## src/hdl/lpr_pkg.sv

```systemverilog
package lpr_pkg;

    // fixed field widths
    localparam int PAGE_IN_W  = 16;
    localparam int SLOT_W     = 2;
    localparam int TOTAL_W    = 16;
    localparam int COUNT_W    = 16;
    localparam int CFG_W      = 3;
    localparam int CFG_RESET  = 3;

    // structure
    localparam int FRAMES     = 4;
    localparam int PAGE_BITS  = 16;
    localparam int PAGE_W     = (PAGE_BITS < PAGE_IN_W) ? PAGE_BITS : PAGE_IN_W;
    localparam int IDX_W      = (FRAMES > 1) ? $clog2(FRAMES) : 1;

    // output word layout, lowest bit up
    localparam int OUT_BITS   = 1 + SLOT_W + 1 + PAGE_IN_W + TOTAL_W + TOTAL_W;
    localparam int OUT_W      = ((OUT_BITS + 7) / 8) * 8;

    localparam logic [COUNT_W-1:0] COUNT_MAX = '1;
    localparam logic [TOTAL_W-1:0] TOTAL_MAX = '1;

    // search token walking down the frame chain
    typedef struct packed {
        logic              vld;
        logic [PAGE_W-1:0] page;
        logic              hit;
        logic [IDX_W-1:0]  hit_idx;
        logic [COUNT_W-1:0] best_cnt;
        logic [IDX_W-1:0]  best_idx;
        logic              best_vld;
        logic [PAGE_W-1:0] best_page;
    } t_token;

    // decision broadcast to every frame cell
    typedef struct packed {
        logic              vld;
        logic              hit;
        logic [IDX_W-1:0]  slot;
        logic [PAGE_W-1:0] page;
    } t_update;

    // low bits of a frame index as reported on the output
    function automatic logic [SLOT_W-1:0] slot_bits(input logic [IDX_W-1:0] idx);
        logic [IDX_W+SLOT_W-1:0] ext;
        ext = {{SLOT_W{1'b0}}, idx};
        return ext[SLOT_W-1:0];
    endfunction

endpackage

```

## src/hdl/lfu_page_replacement_unit.sv

```systemverilog
// Least-frequently-used page replacement over a chain of frame cells. Each input word is a
// page reference; each output word reports hit or fault, the frame now holding the page, the
// evicted page if a resident one was replaced, and saturating hit and fault totals. A search
// token walks the chain one frame cell per clock; the next word can be taken only once the
// walk through all FRAMES cells is done, the finished search is latched and the update is
// committed to the chosen frame. A result waiting on the output does not stop the next word
// from being accepted, but it holds back the next commit. i_cfg_we writes frames_in_use
// (0 acts as 1, values above FRAMES act as FRAMES); write it only while the unit is idle.
module lfu_page_replacement_unit (
    input  logic                          i_clk,
    input  logic                          i_rst_n,
    // page_number[15:0]
    input  logic [lpr_pkg::PAGE_IN_W-1:0] i_s_axis_tdata,
    input  logic                          i_s_axis_tvalid,
    output logic                          o_s_axis_tready,
    // was_hit[0], frame_slot[2:1], evicted_valid[3], evicted_page[19:4],
    // hit_total[35:20], fault_total[51:36], zero fill above
    output logic [lpr_pkg::OUT_W-1:0]     o_m_axis_tdata,
    output logic                          o_m_axis_tvalid,
    input  logic                          i_m_axis_tready,
    input  logic                          i_cfg_we,
    input  logic [lpr_pkg::CFG_W-1:0]     i_cfg_wdata
);
    import lpr_pkg::*;

    logic [CFG_W-1:0]   r_frames_in_use;
    logic               r_busy;
    t_token             r_pend;
    logic               r_pend_vld;
    logic [TOTAL_W-1:0] r_hits;
    logic [TOTAL_W-1:0] r_faults;
    logic               r_out_vld;
    logic [OUT_W-1:0]   r_out_data;

    logic               w_accept;
    logic               w_commit;
    t_token             w_in_tok;
    t_update            w_upd;
    t_token             w_tok [FRAMES+1];
    logic [FRAMES-1:0]  w_active;
    logic [TOTAL_W-1:0] n_hits;
    logic [TOTAL_W-1:0] n_faults;
    logic [SLOT_W-1:0]  w_slot;
    logic [PAGE_IN_W-1:0] w_ev_page;
    logic               w_ev_vld;

    assign o_s_axis_tready = !r_busy;
    assign w_accept        = i_s_axis_tvalid && !r_busy;
    assign w_commit        = r_pend_vld && (!r_out_vld || i_m_axis_tready);

    // fresh token for cell 0
    always_comb begin
        w_in_tok      = '0;
        w_in_tok.vld  = w_accept;
        w_in_tok.page = i_s_axis_tdata[PAGE_W-1:0];
    end
    assign w_tok[0] = w_in_tok;

    // decision sent back to the frames
    always_comb begin
        w_upd      = '0;
        w_upd.vld  = w_commit;
        w_upd.hit  = r_pend.hit;
        w_upd.slot = r_pend.hit ? r_pend.hit_idx : r_pend.best_idx;
        w_upd.page = r_pend.page;
    end

    // frame cell chain
    for (genvar g = 0; g < FRAMES; g++) begin : g_cell
        assign w_active[g] = (g == 0) || (32'(g) < 32'(r_frames_in_use));
        lpr_cell u_cell (
            .i_clk      (i_clk),
            .i_rst_n    (i_rst_n),
            .i_cell_idx (IDX_W'(g)),
            .i_active   (w_active[g]),
            .i_tok      (w_tok[g]),
            .i_upd      (w_upd),
            .o_tok      (w_tok[g+1])
        );
    end

    // result fields
    always_comb begin
        n_hits    = r_hits;
        n_faults  = r_faults;
        w_ev_vld  = 1'b0;
        w_ev_page = '0;
        if (r_pend.hit) begin
            if (r_hits != TOTAL_MAX) begin
                n_hits = r_hits + TOTAL_W'(1);
            end
        end else begin
            if (r_faults != TOTAL_MAX) begin
                n_faults = r_faults + TOTAL_W'(1);
            end
            if (r_pend.best_vld) begin
                w_ev_vld  = 1'b1;
                w_ev_page = PAGE_IN_W'(r_pend.best_page);
            end
        end
        w_slot = slot_bits(w_upd.slot);
    end

    // control, totals and output register
    always_ff @(posedge i_clk) begin
        if (!i_rst_n) begin
            r_frames_in_use <= CFG_W'(CFG_RESET);
            r_busy          <= 1'b0;
            r_pend_vld      <= 1'b0;
            r_hits          <= '0;
            r_faults        <= '0;
            r_out_vld       <= 1'b0;
        end else begin
            if (i_cfg_we) begin
                r_frames_in_use <= i_cfg_wdata;
            end
            if (w_accept) begin
                r_busy <= 1'b1;
            end
            if (w_tok[FRAMES].vld) begin
                r_pend_vld <= 1'b1;
            end
            if (w_commit) begin
                r_pend_vld <= 1'b0;
                r_busy     <= 1'b0;
                r_hits     <= n_hits;
                r_faults   <= n_faults;
                r_out_vld  <= 1'b1;
            end else if (i_m_axis_tready) begin
                r_out_vld  <= 1'b0;
            end
        end
    end

    // payload registers
    always_ff @(posedge i_clk) begin
        if (w_tok[FRAMES].vld) begin
            r_pend <= w_tok[FRAMES];
        end
        if (w_commit) begin
            r_out_data <= OUT_W'({n_faults, n_hits, w_ev_page, w_ev_vld, w_slot, r_pend.hit});
        end
    end

    assign o_m_axis_tvalid = r_out_vld;
    assign o_m_axis_tdata  = r_out_data;

endmodule

```

## src/hdl/lpr_cell.sv

```systemverilog
module lpr_cell (
    input  logic                  i_clk,
    input  logic                  i_rst_n,
    input  logic [lpr_pkg::IDX_W-1:0] i_cell_idx,
    input  logic                  i_active,
    input  lpr_pkg::t_token       i_tok,
    input  lpr_pkg::t_update      i_upd,
    output lpr_pkg::t_token       o_tok
);
    import lpr_pkg::*;

    logic [PAGE_W-1:0]  r_page;
    logic               r_valid;
    logic [COUNT_W-1:0] r_count;
    t_token             r_tok;
    t_token             n_tok;
    logic               w_first;
    logic               w_mine;

    assign w_first = (i_cell_idx == '0);
    assign w_mine  = i_upd.vld && (i_upd.slot == i_cell_idx);

    // match and running minimum for this frame
    always_comb begin
        n_tok = i_tok;
        if (i_active) begin
            if (!i_tok.hit && r_valid && (r_page == i_tok.page)) begin
                n_tok.hit     = 1'b1;
                n_tok.hit_idx = i_cell_idx;
            end
            if (w_first || (r_count < i_tok.best_cnt)) begin
                n_tok.best_cnt  = r_count;
                n_tok.best_idx  = i_cell_idx;
                n_tok.best_vld  = r_valid;
                n_tok.best_page = r_page;
            end
        end
    end

    // frame contents and token hand-off
    always_ff @(posedge i_clk) begin
        if (!i_rst_n) begin
            r_valid   <= 1'b0;
            r_count   <= '0;
            r_tok.vld <= 1'b0;
        end else begin
            r_tok <= n_tok;
            if (w_mine) begin
                if (i_upd.hit) begin
                    if (r_count != COUNT_MAX) begin
                        r_count <= r_count + COUNT_W'(1);
                    end
                end else begin
                    r_valid <= 1'b1;
                    r_count <= COUNT_W'(1);
                end
            end
        end
    end

    // page store needs no reset, it is only read when valid
    always_ff @(posedge i_clk) begin
        if (w_mine && !i_upd.hit) begin
            r_page <= i_upd.page;
        end
    end

    assign o_tok = r_tok;

endmodule

```

## config.mk

```make
export PLATFORM = sky130hd
export DESIGN_NAME = lfu_page_replacement_unit
export DESIGN_NICKNAME = d
export VERILOG_FILES = /design/src/hdl/lpr_pkg.sv /design/src/hdl/lfu_page_replacement_unit.sv /design/src/hdl/lpr_cell.sv
export SDC_FILE = /design/constraint.sdc
export NUM_CORES = 1
export LEC_CHECK = 0
export BUFFER_PORTS_ARGS = -buffer_cell sky130_fd_sc_hd__buf_2
export CAP_MARGIN = 25
export CELL_PAD_IN_SITES_DETAIL_PLACEMENT = 1
export CELL_PAD_IN_SITES_GLOBAL_PLACEMENT = 1
export CORE_MARGIN = 2
export CORE_UTILIZATION = 56
export CTS_CLUSTER_DIAMETER = 40
export DETAILED_ROUTE_END_ITERATION = 8
export PLACE_DENSITY_LB_ADDON = 0.12
export SYNTH_ARGS = -nofsm -noshare
export SYNTH_HDL_FRONTEND = slang
export SYNTH_HIERARCHICAL = 1
export SYNTH_SLANG_ARGS = --single-unit
export TNS_END_PERCENT = 100
```

## constraint.sdc

```tcl
create_clock -name i_clk -period 6.2 [get_ports i_clk]
set_clock_uncertainty 0.15 [all_clocks]
set_input_delay 0.62 -clock i_clk [delete_from_list [all_inputs] [get_ports i_clk]]
set_output_delay 0.62 -clock i_clk [all_outputs]
set_load 0.005 [all_outputs]
```

==> flow_summary.ini, run 1 <==
[sta]
fin_crit_sh_pct = 61.4
fmaxAchievable_mhz = 263
finalSetupViolCount = 0
rsz0062_at_grt = no
finalCriticalPeriod_ns = 3.81
drv_slew = 34
finalHoldViolCount = 0
tns_ns = 0
worst_pin_slew_ns = 3.90
max-slew-margin-rel_pct = -161

[place]
gp_routability_congestion = 0.790
placedInstanceArea_um2 = 22000
portBuffers = 77
dp_hpwl_um = 33800
place_inst = 2180

[global_route]
grt_antenna_before_repair = 1
grt_overflow = 0
grt_pass1_wl_um = 85100
grt.total_usage_pct = 28.9
grt_start_max_net_pins = 83
grt_pass1_vias = 14568

[power]
intPower_mw = 5.59
totalPowerFinal_mw = 7.29
power.density_nw_per_um2 = 303
ir_drop_mv = 0.290
clock_power_share_pct = 48.0
pwr-share-seq_pct = 48.0
switchingPower_mw = 1.69
leakagePower_nw = 8.73
p_sw_share_pct = 23.2
p_comb_share_pct = 4.0

[worst_setup_path]
worst_ep_required_time_ns = 6.56
critPathArrivalTime_ns = 4.17
worstSetupStartpointType = flip-flop
worstPathMaxFanout = 18
path_class = reg2reg
worstSetupEndpointType = flip-flop

[detailed_routing]
wire_per_inst_um = 23.9
drtAntennaViolNets = 0
wirelength_um = 54900
drt-initial-drc-count = 641
drt-pass1-iter-count = 5
vias_per_cell = 5.90
drc = 0
vias = 13535

[cells_and_area]
drive_above_1_share_pct = 20.6
areaGrowthSynthToFinish_pct = 16.1
n_antenna_cell = 0
fin_cells = 2296
finalNetCount = 1867
fin_util_pct = 65.9
nFillCells = 3480
final_area_um2 = 24100

[clocking]
clock-root-buffer = clkbuf_16
cts.sinks = 464
cts_tree = built
post-cts-setup-buffers = 0
numCtsBuffers = 59
cts.hold.buffers_added = 0
path_clk_slew_ns = 0.06
htreeDepth = 2
cts_buffer_depth = 3
insertion_delay_ns = 0.64
cts_resized = 0

[logic_synthesis]
yosysWarnings = 6
netlist_instances = 1577
synth_area_per_cell_um2 = 13.1
synthesis.area_um2 = 20700

[hold_path]
hold_path.class = in2reg

[die]
die_h_um = 196
core_um2 = 36500
ioPinCount = 82
rows = 70
start_util_pct = 56.7
fp.dieW_um = 196
dieArea_um2 = 38600

[outcome]
status = finished, violations left
failed_checks = max-slew violations

[run]
maxCapViolCount = 0
## state kept, by name, summed over array words and instances (netlist names), 3 cells and up
signal / flops
g_cell.u_cell/o_tok: 204
g_cell.u_cell/r_count: 64
g_cell.u_cell/r_page: 64
g_cell.u_cell/r_valid: 4
o_m_axis_tdata: 52
r_faults: 16
r_frames_in_use: 3
r_hits: 16
r_pend: 38
## path summary, 6_finish.rpt
check | cells past startpoint | endpoint | slack, ns | start
setup / recovery | 7 | g_cell[1].u_cell/r_count[13]$_SDFFE_PN0P_ | 2.39 | r_pend[37]$_DFFE_PP_
hold / removal | 1 | g_cell[0].u_cell/o_tok[41]$_DFFE_PP_ | 0.04 | i_s_axis_tdata[3]
setup reg to reg | 7 | g_cell[1].u_cell/r_count[13]$_SDFFE_PN0P_ | 2.39 | r_pend[37]$_DFFE_PP_
hold reg to reg | 0 | r_pend[10]$_DFFE_PP_ | 0.27 | g_cell[3].u_cell/o_tok[10]$_DFFE_PP_
## power groups by stage
stage                     clock network (mW)  registers [mW]  logic, mW
after floorplan                            0            3.53      0.174
after global placement                     0            3.55      0.252
after detailed placement                   0            3.56      0.269
after CTS                               3.54            3.50      0.280
after global routing                    3.64            3.51      0.315
final                                   3.50            3.50      0.289
## final cells by class
cell class,count,area (um^2),share of cell area (%)
clock inverters,46,479,1.99
flip-flops and latches,464,12800,53.3
well taps,468,586,2.43
inverters,93,349,1.45
multi-input cells,1056,7660,31.8
clock buffers,66,1530,6.37
repair buffers,103,618,2.57
## layout by cell type (no fill, tap or decap), drive strengths merged, types with 28 or more instances in the layout
cell,n
conb,90
nand2,81
ha,66
nand4,44
edfxtp,354
or4,30
buf,101
dfxtp,110
inv,107
nor2,76
nand3,44
nor4,28
clkbuf,67
o21ai,38
xnor2,111
a21oi,75
mux2,125
## critical path: stages (launching register included)
cell	delay (ns)
edfxtp_1	0.70
buf_4	0.37
mux2_2	0.49
xnor2_2	0.22
nand3_2	0.19
or4_1	0.80
or4_1	0.56
a21oi_1	0.23
## stage by stage
step | hold slack (ns) | setup slack (ns)
floorplan | 0.250 | 2.02
global placement | 0.251 | 2.64
CTS | 0.0222 | 2.41
detailed placement | 0.256 | 2.44
finish | 0.0423 | 2.39
global route | 0.0252 | 2.24
## routing by layer
layer  GRT usage (%)  part of all wire, %
met1            36.5                   42
met2            50.1                   50
met3            5.22                  5.2
met4            10.5                  3.5
met5               0                    0
Note: power is estimated with default switching activity, not from simulation.
==> inputs of run 2 (changes only) <==
--- a/config.mk
+++ b/config.mk
@@ -10,7 +10,7 @@
 export CELL_PAD_IN_SITES_DETAIL_PLACEMENT = 1
 export CELL_PAD_IN_SITES_GLOBAL_PLACEMENT = 1
 export CORE_MARGIN = 2
-export CORE_UTILIZATION = 56
+export CORE_UTILIZATION = 52
 export CTS_CLUSTER_DIAMETER = 40
 export DETAILED_ROUTE_END_ITERATION = 8
 export PLACE_DENSITY_LB_ADDON = 0.12
==> constraint.sdc (replaced) <==
create_clock -name i_clk -period 4 [get_ports i_clk]
set_clock_uncertainty 0.15 [all_clocks]
set_input_delay 0.4 -clock i_clk [delete_from_list [all_inputs] [get_ports i_clk]]
set_output_delay 0.4 -clock i_clk [all_outputs]
set_load 0.005 [all_outputs]
==> run 2 against run 1 <==
Net effect:
- the run still ends with max-slew violations left
- fmax is 24% higher
- clock power is 71% higher
- power is 63% higher
- global-route usage is 4.3 points lower
- highest routed layer is now met5
==> flow_summary.ini, run 2 (synthesis results as in run 1) <==
[cells_and_area]
areaGrowthSynthToFinish_pct = 19.1
largest_reg_flops = 204
layout_common_cells = edfxtp_1 (354), mux2_2 (125), dfxtp_1 (109)
drive_above_1_share_pct = 21.2
finalNetCount = 1905
layout_commonest_cell = edfxtp_1

[die]
die_h_um = 204
dieArea_um2 = 41500
rows = 73
ioPinCount = 82
fp.dieW_um = 204
core_um2 = 39500
start_util_pct = 52.4

[worst_setup_path]
path_class = reg2reg
critPathArrivalTime_ns = 3.40
worstPathMaxFanout = 9
worst_ep_required_time_ns = 4.34
cpPeakStageDelay_ns = 0.75
slowest_stage = or4_1
cpMostUsedCell = or4_1
cp_cell_sequence = mux2_2 -> xnor2_2 -> nand3_2 -> or4_1 -> or4_1 -> a21oi_1
worstSetupEndpointType = flip-flop
worstSetupStartpointType = flip-flop

[place]
gp_routability_congestion = 0.809
dp_hpwl_um = 33100
portBuffers = 77
dp_slack_ns = 0.987

[run]
maxCapViolCount = 0

[global_route]
grt_antenna_before_repair = 2
grt_overflow = 0
grt_start_max_net_pins = 73
grt_pass1_wl_um = 79000
grt_pass1_vias = 14088
grt.total_usage_pct = 24.6

[power]
totalPowerFinal_mw = 11.8
leakagePower_nw = 9.01
ir_drop_mv = 0.311
power.density_nw_per_um2 = 480

[detailed_routing]
drtAntennaViolNets = 0
drt-initial-drc-count = 628
vias_per_cell = 5.60
drt-pass1-iter-count = 5
wire_per_inst_um = 20.9
vias = 13418
wirelength_um = 50100
drc = 0

[sta]
finalCriticalPeriod_ns = 3.06
fin_crit_sh_pct = 76.5
drv_slew = 34
tns_ns = 0
hold_slack_ns = 0.0514
fin_ws_ns = 0.939
fmaxAchievable_mhz = 327
finalHoldViolCount = 0
max-slew-margin-rel_pct = -165
finalSetupViolCount = 0
worst_pin_slew_ns = 3.96
rsz0062_at_grt = no

[outcome]
status = finished, violations left
failed_checks = max-slew violations

[clocking]
cts.sinks = 464
path_clk_slew_ns = 0.05
cts_resized = 0
post-cts-setup-buffers = 0
cts.hold.buffers_added = 22
insertion_delay_ns = 0.58
htreeDepth = 3
cts_buffer_depth = 3
clock-root-buffer = clkbuf_16
cts_tree = built
numCtsBuffers = 69

[hold_path]
hold_path.class = in2reg
[run 2: cell types whose count changed in the layout (fill, tap and decap cells not counted), sizes merged]
cell,before,now
buf,101,109
clkbuf,67,78
clkdlybuf4s18,1,0
clkinv,19,27
clkinvlp,8,6
diode,0,1
dlygate4sd3,0,22
inv,107,103
[run 2: final cells by class]
type,count,area (um^2)
timing repair buffer,131,881
clock buffer,78,1810
antenna,1,2.50
inverter,93,349
clock inverter,48,494
fill,3915,14900
multi-input combinational,1056,7660
tap,525,657
sequential,464,12800
[run 2: path summary, 6_finish.rpt]
path / cells past startpoint / from / slack, ns / endpoint
setup / recovery: 6 / r_pend[37]$_DFFE_PP_ / 0.94 / g_cell[0].u_cell/r_count[15]$_SDFFE_PN0P_
hold / removal: 2 / i_rst_n / 0.05 / r_frames_in_use[0]$_SDFFE_PN1P_
setup reg to reg: 6 / r_pend[37]$_DFFE_PP_ / 0.94 / g_cell[0].u_cell/r_count[15]$_SDFFE_PN0P_
hold reg to reg: 0 / g_cell[3].u_cell/o_tok[44]$_DFFE_PP_ / 0.26 / r_pend[44]$_DFFE_PP_
[run 2: critical path: cells and delay by family, from the launching register on]
family | cells | cell delay [ns]
simple gates | 3 | 1.50
flops | 1 | 0.50
compound gates | 1 | 0.15
mux | 1 | 0.49
xor+xnor | 1 | 0.20
[run 2: layer usage]
| layer | part of all wire (%) | wire [um] | up-vias | GRT usage (%) |
|---|---|---|---|---|
| li1 | - | - | 6292 | - |
| met1 | 45 | 22500 | 6721 | 32.7 |
| met2 | 48 | 23900 | 288 | 40.4 |
| met3 | 4.1 | 2050 | 115 | 4.22 |
| met4 | 3.2 | 1590 | 2 | 9.72 |
| met5 | 0.026 | 13 | - | 0 |
[run 2: report_power, final]
group	total, mW	internal (mW)	switching, mW
Combinational	0.455	0.200	0.255
Sequential	5.42	5.34	0.0867
Clock	5.97	3.66	2.31
Total	11.8	9.19	2.65
[run 2: stage by stage]
stage | utilization [%] | instance area (um^2) | cells
final | 62.4 | 24700 | 2396
after detailed placement | 56.0 | 22100 | 2246
after global placement | 56.0 | 22100 | 2246
after CTS | 62.4 | 24700 | 2394
after floorplan | - | 21100 | 1665
after global routing | 62.4 | 24700 | 2395
